### src/hw/rtl/lsar_pkg.sv
// Shared types, constants and code tables of the light sensor auto-range block.
package lsar_pkg;

    localparam int COUNT_W        = 20;  // raw count field width
    localparam int MODE_W         = 2;
    localparam int CODE_W         = 3;   // gain, integration and rate codes
    localparam int WAIT_W         = 11;
    localparam int COUNT_BITS_DEF = 20;

    localparam logic [CODE_W-1:0] GAIN_MAX  = 3'd4;
    localparam logic [CODE_W-1:0] INTEG_MAX = 3'd5;
    localparam logic [CODE_W-1:0] RATE_SAT  = 3'd6;

    // Shortest integration time uses a fixed 13-bit full scale
    localparam int FS_BITS_SHORT = 13;

    localparam logic [CODE_W-1:0] GAIN_RST  = 3'd1;
    localparam logic [CODE_W-1:0] INTEG_RST = 3'd2;
    localparam logic [CODE_W-1:0] RATE_RST  = 3'd2;

    typedef enum logic [MODE_W-1:0] {
        MODE_AMBIENT   = 2'd0,
        MODE_UV        = 2'd1,
        MODE_ALTERNATE = 2'd2,
        MODE_HOLD      = 2'd3
    } mode_t;

    typedef struct packed {
        logic [CODE_W-1:0] gain;
        logic [CODE_W-1:0] integ;
        logic [CODE_W-1:0] rate;
    } chan_set_t;

    typedef struct packed {
        chan_set_t set;
        logic      needed;
    } range_out_t;

    // Measurement period in ms for a rate code
    function automatic logic [WAIT_W-1:0] rate_period_ms(input logic [CODE_W-1:0] code);
        logic [WAIT_W-1:0] p;
        case (code)
            3'd0:    p = 11'd25;
            3'd1:    p = 11'd50;
            3'd2:    p = 11'd100;
            3'd3:    p = 11'd200;
            3'd4:    p = 11'd500;
            3'd5:    p = 11'd1000;
            default: p = 11'd2000;
        endcase
        return p;
    endfunction

    // Lowest rate code whose period covers the integration time of a code
    function automatic logic [CODE_W-1:0] min_rate_code(input logic [CODE_W-1:0] integ);
        logic [CODE_W-1:0] r;
        case (integ)
            3'd0:    r = 3'd4;   // 400 ms -> 500 ms
            3'd1:    r = 3'd3;   // 200 ms -> 200 ms
            3'd2:    r = 3'd2;   // 100 ms -> 100 ms
            3'd3:    r = 3'd1;   // 50 ms  -> 50 ms
            default: r = 3'd0;   // 25 ms and shorter
        endcase
        return r;
    endfunction

endpackage

### src/hw/rtl/lsar_range.sv
// Auto-range step of one channel: thresholds, gain/integration steps, rate raise.
module lsar_range #(
    parameter int COUNT_BITS = lsar_pkg::COUNT_BITS_DEF
) (
    input  logic [lsar_pkg::COUNT_W-1:0] count,
    input  lsar_pkg::chan_set_t          cur,
    output lsar_pkg::range_out_t         res
);

    localparam int XW   = lsar_pkg::COUNT_W + 4;
    localparam int FW   = COUNT_BITS + 5;
    localparam int CW   = (XW > FW) ? XW : FW;
    localparam int SH_W = $clog2(COUNT_BITS + 1);

    logic [CW-1:0]   x;
    logic [CW-1:0]   fs;
    logic [SH_W-1:0] fs_shift;
    logic            below_lo;
    logic            below_dark;
    logic            above_hi;
    logic            above_sat;

    always_comb begin
        x = (CW'(count) << 3) + (CW'(count) << 1);
        if (cur.integ >= lsar_pkg::INTEG_MAX) begin
            fs_shift = SH_W'(lsar_pkg::FS_BITS_SHORT);
        end else begin
            fs_shift = SH_W'(COUNT_BITS) - SH_W'(cur.integ);
        end
        fs = CW'(1) << fs_shift;

        below_lo   = x < (fs << 1);
        below_dark = x < fs;
        above_hi   = x > (fs << 3);
        above_sat  = x > ((fs << 3) + fs);
    end

    always_comb begin
        res = '0;
        res.set = cur;
        res.needed = below_lo | below_dark | above_hi | above_sat;
        if (below_lo && cur.gain < lsar_pkg::GAIN_MAX) begin
            res.set.gain = cur.gain + 3'd1;
        end
        if (below_dark && cur.integ != '0) begin
            res.set.integ = cur.integ - 3'd1;
        end
        if (above_hi && cur.gain != '0) begin
            res.set.gain = cur.gain - 3'd1;
        end
        if (above_sat && cur.integ < lsar_pkg::INTEG_MAX) begin
            res.set.integ = cur.integ + 3'd1;
        end
        // Raise the rate until its period covers the integration time
        if (cur.rate < lsar_pkg::min_rate_code(res.set.integ)) begin
            res.set.rate = lsar_pkg::min_rate_code(res.set.integ);
        end
    end

endmodule

### src/hw/rtl/light_sensor_auto_range_top.sv
// Top level of the light sensor auto-range controller.
// Pipeline: an accepted input transaction is held in the input register, then
//   moves to the result register once the result slot is free.
// Throughput: one transaction per cycle while m_ready is high; the per-channel
//   state is updated in the same cycle a result is loaded, so the next item sees it.
// Reset (aresetn, synchronous, active low): both stages empty, mode alternate,
//   ambient channel first, all channels at gain code 1, 100 ms integ and rate.
module light_sensor_auto_range_top #(
    parameter int COUNT_BITS = lsar_pkg::COUNT_BITS_DEF
) (
    input  logic                            aclk,
    input  logic                            aresetn,

    input  logic                            cfg_wr_en,
    input  logic [lsar_pkg::MODE_W-1:0]     cfg_wr_data,

    input  logic                            s_valid,
    output logic                            s_ready,
    input  logic [lsar_pkg::COUNT_W-1:0]    s_raw_count,

    output logic                            m_valid,
    input  logic                            m_ready,
    output logic                            m_measured_is_uv,
    output logic [lsar_pkg::COUNT_W-1:0]    m_count_echo,
    output logic                            m_next_is_uv,
    output logic                            m_rescale_needed,
    output logic [lsar_pkg::CODE_W-1:0]     m_next_gain_code,
    output logic [lsar_pkg::CODE_W-1:0]     m_next_integration_code,
    output logic [lsar_pkg::CODE_W-1:0]     m_next_rate_code,
    output logic                            m_settings_changed,
    output logic [lsar_pkg::WAIT_W-1:0]     m_wait_ms
);

    // Configuration
    lsar_pkg::mode_t mode_reg;

    // Input register
    logic                         in_valid_reg;
    logic [lsar_pkg::COUNT_W-1:0] raw_reg;

    // Channel state
    logic                         current_is_uv_reg;
    logic [lsar_pkg::COUNT_W-1:0] count_reg [2];
    lsar_pkg::chan_set_t          chan_reg  [2];
    logic                         applied_is_uv_reg;
    lsar_pkg::chan_set_t          applied_reg;

    // Result register
    logic                         out_valid_reg;
    logic                         measured_reg;
    logic [lsar_pkg::COUNT_W-1:0] echo_reg;
    logic                         next_uv_reg;
    logic                         needed_reg;
    lsar_pkg::chan_set_t          set_reg;
    logic                         changed_reg;
    logic [lsar_pkg::WAIT_W-1:0]  wait_reg;

    logic                         advance;
    logic                         next_is_uv;
    logic [lsar_pkg::COUNT_W-1:0] next_count;
    lsar_pkg::range_out_t         range_res;
    logic                         changed;

    // Advance the input register into the result register whenever the
    // result slot is free or is being emptied this cycle.
    assign advance = in_valid_reg && (!out_valid_reg || m_ready);
    assign s_ready = !in_valid_reg || advance;

    // Pick the next channel from the mode
    always_comb begin
        case (mode_reg)
            lsar_pkg::MODE_AMBIENT:   next_is_uv = 1'b0;
            lsar_pkg::MODE_UV:        next_is_uv = 1'b1;
            lsar_pkg::MODE_ALTERNATE: next_is_uv = !current_is_uv_reg;
            default:                  next_is_uv = current_is_uv_reg;
        endcase
    end

    // Forward the count just stored when the next channel is the one measured
    assign next_count = (next_is_uv == current_is_uv_reg) ? raw_reg : count_reg[next_is_uv];

    lsar_range #(
        .COUNT_BITS (COUNT_BITS)
    ) u_range (
        .count (next_count),
        .cur   (chan_reg[next_is_uv]),
        .res   (range_res)
    );

    assign changed = (next_is_uv != applied_is_uv_reg) || (range_res.set != applied_reg);

    always_ff @(posedge aclk) begin
        if (!aresetn) begin
            mode_reg          <= lsar_pkg::MODE_ALTERNATE;
            in_valid_reg      <= 1'b0;
            out_valid_reg     <= 1'b0;
            current_is_uv_reg <= 1'b0;
            applied_is_uv_reg <= 1'b0;
            applied_reg       <= '{gain: lsar_pkg::GAIN_RST, integ: lsar_pkg::INTEG_RST,
                                   rate: lsar_pkg::RATE_RST};
            for (int c = 0; c < 2; c++) begin
                count_reg[c] <= '0;
                chan_reg[c]  <= '{gain: lsar_pkg::GAIN_RST, integ: lsar_pkg::INTEG_RST,
                                  rate: lsar_pkg::RATE_RST};
            end
        end else begin
            if (cfg_wr_en) begin
                mode_reg <= lsar_pkg::mode_t'(cfg_wr_data);
            end
            if (s_valid && s_ready) begin
                in_valid_reg <= 1'b1;
            end else if (advance) begin
                in_valid_reg <= 1'b0;
            end
            if (advance) begin
                out_valid_reg                <= 1'b1;
                count_reg[current_is_uv_reg] <= raw_reg;
                current_is_uv_reg            <= next_is_uv;
                chan_reg[next_is_uv]         <= range_res.set;
                if (changed) begin
                    applied_is_uv_reg <= next_is_uv;
                    applied_reg       <= range_res.set;
                end
            end else if (m_ready) begin
                out_valid_reg <= 1'b0;
            end
        end
    end

    // Payload: no reset needed
    always_ff @(posedge aclk) begin
        if (s_valid && s_ready) begin
            raw_reg <= s_raw_count;
        end
        if (advance) begin
            measured_reg <= current_is_uv_reg;
            echo_reg     <= raw_reg;
            next_uv_reg  <= next_is_uv;
            needed_reg   <= range_res.needed;
            set_reg      <= range_res.set;
            changed_reg  <= changed;
            wait_reg     <= lsar_pkg::rate_period_ms(range_res.set.rate);
        end
    end

    assign m_valid                 = out_valid_reg;
    assign m_measured_is_uv        = measured_reg;
    assign m_count_echo            = echo_reg;
    assign m_next_is_uv            = next_uv_reg;
    assign m_rescale_needed        = needed_reg;
    assign m_next_gain_code        = set_reg.gain;
    assign m_next_integration_code = set_reg.integ;
    assign m_next_rate_code        = set_reg.rate;
    assign m_settings_changed      = changed_reg;
    assign m_wait_ms               = wait_reg;

endmodule

### config.mk
export PLATFORM = sky130hd
export DESIGN_NAME = light_sensor_auto_range_top
export DESIGN_NICKNAME = d
export VERILOG_FILES = /design/src/hw/rtl/lsar_pkg.sv /design/src/hw/rtl/lsar_range.sv /design/src/hw/rtl/light_sensor_auto_range_top.sv
export SDC_FILE = /design/constraint.sdc
export NUM_CORES = 1
export LEC_CHECK = 0
export BUFFER_PORTS_ARGS = -buffer_cell sky130_fd_sc_hd__buf_2
export CAP_MARGIN = 20
export CORE_UTILIZATION = 35
export CTS_CLUSTER_SIZE = 20
export DETAILED_ROUTE_END_ITERATION = 8
export RECOVER_POWER = 100
export SETUP_SLACK_MARGIN = 0.4
export SYNTH_ARGS = -nofsm -noshare
export SYNTH_HDL_FRONTEND = slang
export SYNTH_SLANG_ARGS = --single-unit
### constraint.sdc
create_clock -name aclk -period 11.1 [get_ports aclk]
set_input_delay 1.11 -clock aclk [delete_from_list [all_inputs] [get_ports aclk]]
set_output_delay 1.11 -clock aclk [all_outputs]
set_load 0.03 [all_outputs]
==> impl_metrics.csv <==
group,metric,value,unit
cts,tritoncts,"done",
flow_run,cap_violations,1,
critical_path,cp_max_fo,14,
cells_and_area,seqCellArea,3965,sq um
routing,vias,7780,
die,die_h,170.8,um
routing,dr.first_iter.drc_count,505,
run_status,status,"complete, but fails checks",
critical_path,worstRegToRegCells,39,
place,dpl.hpwl,18.35,mm
die,rows,61,
global_route,track_usage,17.51,%
logic_synthesis,ys_async_sr_fraction,0,%
timing,hold_viol,0,
pwr,switchingPower,1.397,mW
logic_synthesis,synth_seq_cells,137,
timing,setup_viol,0,
cells_and_area,largest_register_ffs,40,
cts,numCtsBuffers,17,
critical_path,rr_endpoint,"applied_reg[1]",
die,num_io_pins,73,
critical_path,cp-end-kind,"flip-flop",
cts,clock_sinks,137,
critical_path,crit_type,"flip-flop to flip-flop",
timing,setup_tns,0,ns
critical_path,crit_arrival,10.17,ns
critical_path,cp-start-kind,"flip-flop",
cts,clockBufferDepth,2,
cells_and_area,syn2layout_area_growth,14.14,%
place,port_buffers,72,
logic_synthesis,synthTopCellsByArea,"edfxtp_1 37%, ha_1 17%, nand2_1 4.1%, nor2_1 3.5%, and2_1 3.1%",
routing,wl_per_cell,16.15,um
global_route,grt_max_degree,63,
cells_and_area,multi_input_area,5788,sq um
cts,clock-root-buffer,"clkbuf_16",
critical_path,slowest_stage,"dfxtp_1",
cts,clk_latency,0.43,ns
pwr,clkPwrFrac,18.6,%
place,place_inst,1474,
die,dieArea,29190,sq um
logic_synthesis,yosysTopAreaCell,"edfxtp_1",
critical_path,cp_top_family,"compound AO/OA/AOI/OAI gates",
cells_and_area,fillerInstances,2801,
place,finalWeightedCongestion,0.8504,
logic_synthesis,ys.flop_type,"edfxtp_1",
logic_synthesis,syn_avg_cell_area,9.860,sq um
pwr,power_switching_share,46.62,%
timing,worst_pin_slew,3.288,ns
logic_synthesis,synth_edf_count,122,
logic_synthesis,yosysTopAreaCellShare,36.71,%
die,die_w,170.8,um
cells_and_area,layout_common_cells,"134 x ha_1, 122 x edfxtp_1, 110 x nand2_1",
timing,fmax,0.1000,GHz
critical_path,cp-startpoint,"current_is_uv_reg",
pwr,total_power,2.996,mW
timing,skew,0.01782,ns
pwr,combPwrFrac,58.1,%
cells_and_area,utilization,40.77,%
run_status,violations,"max-capacitance violations, max-slew violations",
timing,relSlewSlack,-119.2,%
die,initial_core_util,35.72,%
routing,viasPerCell,5.152,
cts,htree_levels,4,
critical_path,cp_data_required_time,11.27,ns
pwr,p_int,1.599,mW
pwr,seqPwrFrac,23.3,%
pwr,p_leak,4.687,nW
hold_path,worst_hold_path.num_cells,2,
critical_path,r2r-start,"current_is_uv_reg",
logic_synthesis,netlist_area,9978,sq um
pwr,ir_drop,151.7,uV
cts,path_clk_slew,0.08,ns
cells_and_area,nNetsFinal,1282,
timing,grt_setup_unrepaired,"no",
cells_and_area,layout.cells.non_filler,1510,
critical_path,cpPeakStageDelay,0.51,ns
die,core_area,27930,sq um
logic_synthesis,seq_area_frac_synth,39.72,%
critical_path,crit_buf_inv,1,
global_route,grt_pass1_vias,7642,
hold_path,min_from,"applied_reg[8]",
hold_path,whs_endpoint,"applied_reg[8]",
global_route,grt_pass1_wl,39.52,mm
cells_and_area,layout-drive-gt1-share,7.862,%
routing,drc,0,
hold_path,hold_class,"flip-flop to flip-flop",
cells_and_area,n_antenna_cell,0,
pwr,powerDensity,263.1,nW/um^2
critical_path,rrSetupSlack,1.10,ns
routing,wl,24.39,mm
global_route,grt_overflow,0,
timing,whs,0.4809,ns
routing,firstDrtPassIters,6,
timing,period_minus_slack,9.997,ns
logic_synthesis,synth.distinct_cells,82,
timing,min_period_over_period,90.06,%
logic_synthesis,synth_cells,1012,
logic_synthesis,yosys_warnings,0,
timing,drv_slew,63,
cells_and_area,final_common_cell,"ha_1",
global_route,antenna_found_initial,0,
routing,antenna_left,0,
power by group through the flow:
stage	logic (mW)	clock network [mW]	registers [mW]
floorplan	1.25	0	0.771
global placement	1.72	0	0.705
detailed placement	1.76	0	0.706
CTS	1.77	0.570	0.696
global route	1.96	0.589	0.705
finish	1.74	0.558	0.697
final cells by class:
| type | count | share of cell area [%] |
|---|---|---|
| inverter | 64 | 2.131 |
| tap | 378 | 4.152 |
| clock inverter | 15 | 1.340 |
| sequential | 137 | 34.81 |
| multi-input combinational | 819 | 50.82 |
| clock buffer | 17 | 3.735 |
| timing repair buffer | 80 | 3.010 |
Yosys cell counts (all sizes together) (4+ instances only):
cell type / instances
nor3: 14
nand4: 14
or2: 8
edfxtp: 122
a31oi: 23
a311oi: 4
nor4: 5
buf: 7
a21o: 13
o21bai: 11
o2111ai: 6
nor2: 93
nand3: 23
and2: 51
and3: 9
ha: 134
xor2: 12
a21oi: 58
a211oi: 14
o211ai: 6
o31ai: 4
nand2: 110
clkbuf: 17
dfxtp: 15
nor2b: 14
nand2b: 13
xnor2: 31
inv: 64
a2111oi: 4
o21a: 12
mux2i: 15
o21ai: 38
a21boi: 6
per-stage QoR:
step | instance area (sq um) | setup slack (ns)
finish | 11390 | 1.103
global route | 11390 | 0.3167
CTS | 11470 | 0.7028
detailed placement | 10880 | 0.4067
global placement | 10880 | 0.7037
floorplan | 10090 | 2.513
cells by family (layout without fill, tap and decap cells):
family / Yosys count / after routing / share of synthesized area (%)
AOI/OAI and AO/OA: 220 / 220 / 15.47
muxes: 15 / 15 / 1.668
xor gates and xnor gates: 45 / 46 / 4.489
adders and majority gates: 136 / 136 / 17.20
other: 2 / 33 / 0.07526
buffers and inverters: 88 / 176 / 3.461
and+or+nand+nor: 369 / 369 / 17.91
DFF: 137 / 137 / 39.72
worst max path at each step:
stage	endpoint	slack [ns]	cells after the start
finish	applied_reg[1]	1.10	39
global route	applied_reg[1]	0.32	39
CTS	applied_reg[4]	0.70	37
detailed placement	applied_reg[4]	0.41	38
global placement	applied_reg[1]	0.70	39
floorplan	applied_reg[1]	2.51	43
metal layers:
metal  wire, um  part of all wire, %  track usage, %
met5          0                    0               0
met3        879                  3.6           2.915
met2      11390                   47           28.50
met1      11870                   49           24.15
met4        244                  1.0           4.193
tightest hold or removal path: stages, from the launching register on:
cell and delay (ns):
dfxtp_1 0.33, nand2_1 0.06, mux2i_1 0.05
repair_timing:
item / 4_1_cts / 5_1_grt
buffers inserted: 0 / 2
hold buffers: 0 / 0
gates cloned: 1 / 0
pin swaps: 1 / 1
resized for setup: 0 / 6
endpoints found under the hold margin: 0 / 0
setup endpoints to repair: 2 / 8
No activity file was read; power rests on OpenSTA's default activity.
